## config.mk

```make
export PLATFORM = sky130hd
export DESIGN_NAME = pcps_merge_flat
export DESIGN_NICKNAME = d
export VERILOG_FILES = /design/src/hdl/pcps_pkg.sv /design/src/hdl/pcps_out_if.sv /design/src/hdl/pcps_merge.sv /design/src/flat_wrapper.sv
export SDC_FILE = /design/constraint.sdc
export NUM_CORES = 1
export LEC_CHECK = 0
export BUFFER_PORTS_ARGS = -buffer_cell sky130_fd_sc_hd__buf_2
export CAP_MARGIN = 20
export CORE_MARGIN = 8
export CORE_UTILIZATION = 55
export CTS_BUF_LIST = sky130_fd_sc_hd__clkbuf_4 sky130_fd_sc_hd__clkbuf_8
export DETAILED_ROUTE_END_ITERATION = 6
export PLACE_DENSITY = 0.85
export SYNTH_ARGS = -nofsm -noshare
export SYNTH_HDL_FRONTEND = slang
export SYNTH_SLANG_ARGS = --single-unit
```

## constraint.sdc

```tcl
create_clock -name clk -period 1.7 [get_ports clk]
set_input_delay 0.34 -clock clk [delete_from_list [all_inputs] [get_ports clk]]
set_output_delay 0.34 -clock clk [all_outputs]
set_load 0.1 [all_outputs]
```

## src/hdl/pcps_pkg.sv

```systemverilog
// Shared constants, codes, types and address helper for the column pair scorer.
`default_nettype none

package pcps_pkg;

	// Sizing of the lanes and tables
	localparam int MAX_FEATURES  = 4;
	localparam int ALPHABET_SIZE = 20;

	// Fixed field widths
	localparam int LETTER_W    = 5;
	localparam int COL_W       = 20;
	localparam int KIND_W      = 3;
	localparam int FEAT_W      = 2;
	localparam int VALUE_W     = 16;
	localparam int WEIGHT_W    = 16;
	localparam int NUM_WEIGHTS = 4;
	localparam int FC_W        = 3;
	localparam int CFG_IDX_W   = 3;
	localparam int CFG_DATA_W  = 16;
	localparam int SCORE_W     = 34;

	// Arithmetic widths: signed Q8.8 times unsigned Q2.14, then the lane sum
	localparam int PROD_W = VALUE_W + WEIGHT_W + 1;
	localparam int SUM_W  = SCORE_W + $clog2(MAX_FEATURES);

	// Per-lane table store: odds triangle, prob triangle, insertion row
	localparam int PAIR_DEPTH = ALPHABET_SIZE * ALPHABET_SIZE;
	localparam int LANE_DEPTH = 2 * PAIR_DEPTH + ALPHABET_SIZE;
	localparam int ADDR_W     = $clog2(LANE_DEPTH);

	// Reset values of the registers
	localparam logic [FC_W-1:0]     FC_RESET     = FC_W'(1);
	localparam logic [WEIGHT_W-1:0] WEIGHT_RESET = WEIGHT_W'(16384);

	typedef enum logic [KIND_W-1:0] {
		KIND_LOAD_ODDS    = 3'd0,
		KIND_LOAD_PROB    = 3'd1,
		KIND_LOAD_INSERT  = 3'd2,
		KIND_SCORE_ODDS   = 3'd3,
		KIND_SCORE_PROB   = 3'd4,
		KIND_SCORE_INSERT = 3'd5
	} kind_t;

	typedef enum logic [1:0] {
		REGION_ODDS   = 2'd0,
		REGION_PROB   = 2'd1,
		REGION_INSERT = 2'd2
	} region_t;

	typedef enum logic [CFG_IDX_W-1:0] {
		REG_FEATURE_COUNT = 3'd0,
		REG_WEIGHT_0      = 3'd1,
		REG_WEIGHT_1      = 3'd2,
		REG_WEIGHT_2      = 3'd3,
		REG_WEIGHT_3      = 3'd4
	} cfg_reg_t;

	// Access request into one lane's table store
	typedef struct packed {
		logic               rd_en;
		logic               wr_en;
		logic [ADDR_W-1:0]  addr;
		logic [VALUE_W-1:0] wr_data;
		logic               active;
	} lane_req_t;

	// Stage advance enables shared by the lanes
	typedef struct packed {
		logic s1;
		logic s2;
	} stage_en_t;

	// Pair tables are symmetric, so only the entry [lo][hi] is stored
	function automatic logic [ADDR_W-1:0] lane_addr(region_t region,
			logic [LETTER_W-1:0] a, logic [LETTER_W-1:0] b);
		logic [LETTER_W-1:0] lo;
		logic [LETTER_W-1:0] hi;
		logic [ADDR_W-1:0]   tri_ofs;
		lo      = (a < b) ? a : b;
		hi      = (a < b) ? b : a;
		tri_ofs = ADDR_W'(lo) * ADDR_W'(ALPHABET_SIZE) + ADDR_W'(hi);
		unique case (region)
			REGION_ODDS:   lane_addr = tri_ofs;
			REGION_PROB:   lane_addr = ADDR_W'(PAIR_DEPTH) + tri_ofs;
			REGION_INSERT: lane_addr = ADDR_W'(2 * PAIR_DEPTH) + ADDR_W'(a);
			default:       lane_addr = '0;
		endcase
	endfunction

	// Table region that a transaction kind addresses
	function automatic region_t kind_region(logic [KIND_W-1:0] kind);
		unique case (kind)
			KIND_LOAD_ODDS, KIND_SCORE_ODDS: kind_region = REGION_ODDS;
			KIND_LOAD_PROB, KIND_SCORE_PROB: kind_region = REGION_PROB;
			default:                         kind_region = REGION_INSERT;
		endcase
	endfunction

endpackage

`default_nettype wire

```

## src/hdl/pcps_out_if.sv

```systemverilog
// Output channel: one score per score request.
`default_nettype none

interface pcps_out_if import pcps_pkg::*; ();
	logic                      valid;
	logic                      ready;
	logic signed [SCORE_W-1:0] score;
	logic                      bad_letter;

	modport source (output valid, score, bad_letter, input ready);
	modport sink (input valid, score, bad_letter, output ready);
endinterface

`default_nettype wire

```

## src/hdl/pcps_merge.sv

```systemverilog
// Merge stage: sum the lane products, saturate, and hold the result transaction.
`default_nettype none

module pcps_merge import pcps_pkg::*; (
	input  wire logic                clk,
	input  wire logic                arst_n,
	input  wire logic signed [PROD_W-1:0] prod_s2 [MAX_FEATURES],
	input  wire logic                valid_s2,
	input  wire logic                bad_s2,
	output logic                     take,
	pcps_out_if.source               res
);

	logic signed [SUM_W-1:0]   sum_c;
	logic [SUM_W-SCORE_W:0]    upper_c;
	logic                      ovf_c;
	logic signed [SCORE_W-1:0] score_c;
	logic                      valid_s3;
	logic signed [SCORE_W-1:0] score_s3;
	logic                      bad_s3;

	// Add the lanes
	always_comb begin
		sum_c = '0;
		for (int i = 0; i < MAX_FEATURES; i++) begin
			sum_c = sum_c + SUM_W'(prod_s2[i]);
		end
	end

	// Saturate to the score range; a bad letter forces zero
	assign upper_c = sum_c[SUM_W-1:SCORE_W-1];
	assign ovf_c   = !((&upper_c) || (~|upper_c));

	always_comb begin
		priority if (bad_s2) begin
			score_c = '0;
		end else if (ovf_c && sum_c[SUM_W-1]) begin
			score_c = {1'b1, {(SCORE_W-1){1'b0}}};
		end else if (ovf_c) begin
			score_c = {1'b0, {(SCORE_W-1){1'b1}}};
		end else begin
			score_c = sum_c[SCORE_W-1:0];
		end
	end

	// Output register: advance when empty or when the sink takes the result
	assign take = !valid_s3 || res.ready;

	always_ff @(posedge clk or negedge arst_n) begin
		if (!arst_n) begin
			valid_s3 <= 1'b0;
		end else if (take) begin
			valid_s3 <= valid_s2;
		end
	end

	always_ff @(posedge clk) begin
		if (take) begin
			score_s3 <= score_c;
			bad_s3   <= bad_s2;
		end
	end

	assign res.valid      = valid_s3;
	assign res.score      = score_s3;
	assign res.bad_letter = bad_s3;

	// A flagged result carries score zero
	a_bad_zero: assert property (@(posedge clk) disable iff (!arst_n)
		valid_s3 && bad_s3 |-> score_s3 == '0)
		else $error("bad letter result with nonzero score");

	// A result held by a stalled sink stays in the output register
	a_hold_s3: assert property (@(posedge clk) disable iff (!arst_n)
		valid_s3 && !res.ready |=> valid_s3)
		else $error("held result lost");

endmodule

`default_nettype wire

```

## src/flat_wrapper.sv

```systemverilog
// flat-port wrapper written by rule: the top's interface ports become plain ports
module pcps_merge_flat import pcps_pkg::*;
  (clk, arst_n, prod_s2, valid_s2, bad_s2, take, res_valid, res_score, res_bad_letter, res_ready);
  pcps_out_if res_i ();
  input  wire logic clk;
  input  wire logic arst_n;
  input  wire logic signed [PROD_W-1:0] prod_s2[MAX_FEATURES];
  input  wire logic valid_s2;
  input  wire logic bad_s2;
  output logic take;
  output wire logic [$bits(res_i.valid)-1:0] res_valid;
  output wire logic [$bits(res_i.score)-1:0] res_score;
  output wire logic [$bits(res_i.bad_letter)-1:0] res_bad_letter;
  input wire logic [$bits(res_i.ready)-1:0] res_ready;
  assign res_valid = res_i.valid;
  assign res_score = res_i.score;
  assign res_bad_letter = res_i.bad_letter;
  assign res_i.ready = res_ready;
  pcps_merge u_core (.clk(clk), .arst_n(arst_n), .prod_s2(prod_s2), .valid_s2(valid_s2), .bad_s2(bad_s2), .take(take), .res(res_i));
endmodule
```

==> flow_results.org <==
** Outcome
- The flow ran to the end, but the final reports show violations.
- Violations in the final reports :: negative setup slack

** Drt
- The final layout contains routed wiring with a total length of 24,200 um.
- In the routed layout, each cell is associated on average with a via count of 6.09.
- The count of nets left with antenna violations once routing finished came out at 0.
- TritonRoute pass-1 iters :: 6
- In this run, the number of DRC markers left after iteration 0 of detailed routing was 854.
- In the final routed layout, each cell accounts on average for 20.8 um.
- Number of vias in the routed layout :: 7,092
- In the routed design, unresolved DRC markers number 0.

** STA
- The routed design could run at a clock period as short as 5.53 ns.
- For this run, the top clock speed supported by timing is 181 MHz.
- Smallest hold slack :: 0.266 ns
- Across all setup checks in the final design, the least slack found is -3.83 ns.
- Final max-slew violation count :: 0
- Final Cycle Share :: 325%
- Slew HR :: 64.0%
- Final-layout setup total negative slack :: -126.57 ns
- Hold violation total from the final report :: 0
- Number of endpoints failing setup at the final stage :: 34
- Final worst clock skew :: 0.0106 ns
- Setup repair after global routing could not meet its margin everywhere.
- Worst Max-Slew Pin Slew :: 0.536 ns

** Floorplanning
- Initial Util :: 55.9%
- After floorplanning, the core was divided into 37 placement rows.
- In this run the standard cell core region covers 0.0102 mm^2.
- The floorplan step set the die width to 118 um.
- Vertical die dimension :: 118 um
- In this run the count of I/O pins placed on the die edge is 174.
- The die covers 0.0139 mm^2.

** GRT
- Global route total overflow :: 0
- The initial antenna violation count was 0.
- First-pass GRT wire length :: 35,600 um
- Across every metal layer, demand over resource in global routing totals 30.5%.
- Entering global routing, the biggest net connects 37 pins.
- The via count of the first global-routing pass came to 7,305.

** Finish
- At the end of the flow, the number of nets in the layout was 1,268.
- The repair_antennas step left the layout with diodes totalling 0.
- Final core utilization :: 88.0%
- Area added between synthesis and finish :: 57.5%
- Share of layout cells above drive strength 1 :: 47.9%

** Yosys
- Sequential elements use 18.8% of the synthesized area.
- Cells after synthesis :: 645
- After synthesis, the mean cell area works out to 8.87 um^2.
- Register bit total from synthesis :: 36
- Sorting the synthesized cells by area gives the leading types as edfxtp_1 18%, ha_1 15%, fa_1 12%.
- By count the netlist is led by 87 x a21oi_1, 69 x ha_1, 41 x nand2_1.
- Post-Synthesis Cell Area :: 0.00572 mm^2
- The most used flip-flop cell after synthesis is edfxtp_1.
- The number of nets in the synthesized netlist is 886.
- Synth top area share :: 18.4%
- Share of async-settable or async-resettable flops after synthesis :: 2.78%
- Synthesis warning total :: 0
- Yosys mapped a number of flops with a built-in enable equal to 35.
- Most repeated cell in the gate-level netlist after synthesis :: a21oi_1
- Number of unique standard cell types used by synthesis :: 61
- Post-synthesis cell type with the largest combined area :: edfxtp_1

** Clock tree
- Max clock buf depth :: 2
- TritonCTS built the clock tree.
- CTS root buffer :: clkbuf_8
- Total number of H-tree levels :: 2
- Number of buffers added by the clock tree synthesis step :: 5
- Skew-Pair Late Insertion Delay :: 0.31 ns
- After clock tree synthesis, the clock-pin slew on the worst setup and hold paths is 0.09 ns.
- The tree built by TritonCTS fans out to 36 sinks.

** Power
- Overall power after layout :: 18.3 mW
- In this run, flip-flops and latches consume 9.3% of the power.
- Fraction of power consumed by the clock network :: 4.5%
- Summed over all nets, the switching power comes to 10.4 mW.
- In this run switching power makes up 56.8% of total power.
- Part of the total power dissipated in combinational logic :: 86.2%
- Summed over all cells, the static leakage comes to 4.44 nW.
- Power per cell area :: 2040 mW/mm^2
- Max IR drop VDD :: 2.17 mV
- Internal power summed over all cells :: 7.92 mW

** Critical path
- Endpoint type of the worst setup path :: flop
- Worst path required time :: 1.84 ns
- Critical path start-end classification :: in -> reg
- The worst register-to-register path has a setup slack of 0.36 ns.
- Data on the critical path arrives at its endpoint at 5.66 ns.
- The worst register-to-register path has a depth of 2.
- In this run the worst setup path terminates at u_core.res.score[22].
- In this run the critical register-to-register path is launched from u_core.res.valid.
- In this run the critical register-to-register path is captured at u_core.res.score[6].
- Worst-path maximum fanout :: 8
- STA classifies the critical path startpoint as a primary input.
- Origin of the worst setup path :: prod_s2[34]

** Hold path
- The path class of the tightest hold or removal check is in -> reg.

** Flow run
- Max_cap viols :: 0

** Place
- Number of input and output port buffers inserted :: 173
- Routability-driven placement finished with a final weighted congestion of 0.867.
- Detailed placement ended at an HPWL of 17,000 um.
per-layer routing:
layer  track usage [%]  vias to the layer above  part of all wire, %
li1                  -                     3182                    -
met2              56.8                      487                   51
met1              33.8                     3301                   37
met5                 0                        -                    0
met3              5.32                      122                  8.1
met4              11.0                        0                  4.2
final cells by class:
type | instances | area (um^2)
well taps | 136 | 170
inverters | 27 | 101
multi-input cells | 565 | 4970
clock inverters | 2 | 35.0
repair buffers | 392 | 2570
fillers | 541 | 1230
clock buffers | 6 | 76.3
flip-flops and latches | 36 | 1080
power by group through the flow:
stage                     logic [mW]  registers [mW]  clock network (mW)
after floorplan                 5.75            4.66                   0
after global placement          12.5            1.65                   0
after detailed placement        12.9            1.68                   0
after CTS                       14.2            1.68               0.756
after global routing            16.5            1.73               0.831
final                           15.8            1.71               0.828
cell usage in the layout (no fill, tap or decap), types with 5 or more instances in the layout:
cell      count
xnor2_1      32
a21o_1       38
nor3_2        6
ha_1         66
nand4_1      11
nand2b_1      5
o21bai_1      7
nor3_1        5
xor2_1       26
buf_6        10
a21oi_4       6
nand3_1      18
nor2b_1       8
clkbuf_8      5
o21ai_0      26
edfxtp_1     35
buf_2       170
a21oi_2      29
inv_1        26
o21ai_1       5
fa_1         33
a21oi_1      54
buf_4       210
o21a_1        7
nand2_1      41
and3_1        6
nor2_1       37
critical path: stages:
cell and delay [ns]:
buf_6 0.09, fa_1 0.49, ha_2 0.22, inv_2 0.07, fa_2 0.23, nor2b_1 0.06
o21a_1 0.20, o21ai_2 0.20, a21oi_2 0.10, a211o_4 0.40, a21bo_4 0.22, a21o_1 0.17
a21oi_2 0.13, xnor2_1 0.10, ha_1 0.37, a21oi_2 0.14, o21a_1 0.18, nor2_1 0.07
a2111o_1 0.33, a311oi_4 0.38, mux2i_2 0.41, nand3_1 0.16, a21o_4 0.28, buf_6 0.16
a21oi_2 0.18
state kept, by name, summed over array words and instances (netlist names):
register	count
u_core.res.score	34
u_core.res.bad_letter	1
u_core.res.valid	1
through the flow:
stage / cell area [um^2] / worst slack, ns / std cells
3_5_place_dp: 8250 / -4.06 / 1138
5_1_grt: 9000 / -4.04 / 1164
4_1_cts: 8750 / -3.52 / 1160
3_3_place_gp: 8250 / -3.87 / 1138
2_1_floorplan: 5790 / -3.47 / 645
6_report: 9000 / -3.83 / 1164
how the worst min path moves through the flow:
stage               startpoint          endpoint  slack (ns)  depth (start not counted)
global placement        arst_n  u_core.res.valid        0.11                          1
finish                valid_s2  u_core.res.valid        0.27                          2
detailed placement      arst_n  u_core.res.valid        0.12                          1
global route          valid_s2  u_core.res.valid        0.27                          2
CTS                   valid_s2  u_core.res.valid        0.25                          2
floorplan               arst_n  u_core.res.valid        0.04                          0
kinds of logic after synthesis:
| group | count (synthesis) | synth area share, % |
|---|---|---|
| AO/OA/AOI/OAI | 237 | 26.9 |
| XOR/XNOR | 60 | 9.19 |
| flip-flops | 36 | 18.8 |
| multiplexers | 6 | 1.07 |
| AND/OR/NAND/NOR | 155 | 13.1 |
| adder cells (fa/ha/maj) | 104 | 27.4 |
| buffers and inverters | 47 | 3.52 |
repair_timing:
item / CTS / global route
resized for setup: 65 / 42
buffers inserted: 11 / 4
cloned: 4 / 0
pin swaps: 20 / 20
endpoints found under the setup margin: 34 / 34
endpoints found under the hold margin: 1 / 0
hold buffers: 1 / 0
(Power assumes the default switching activity.)
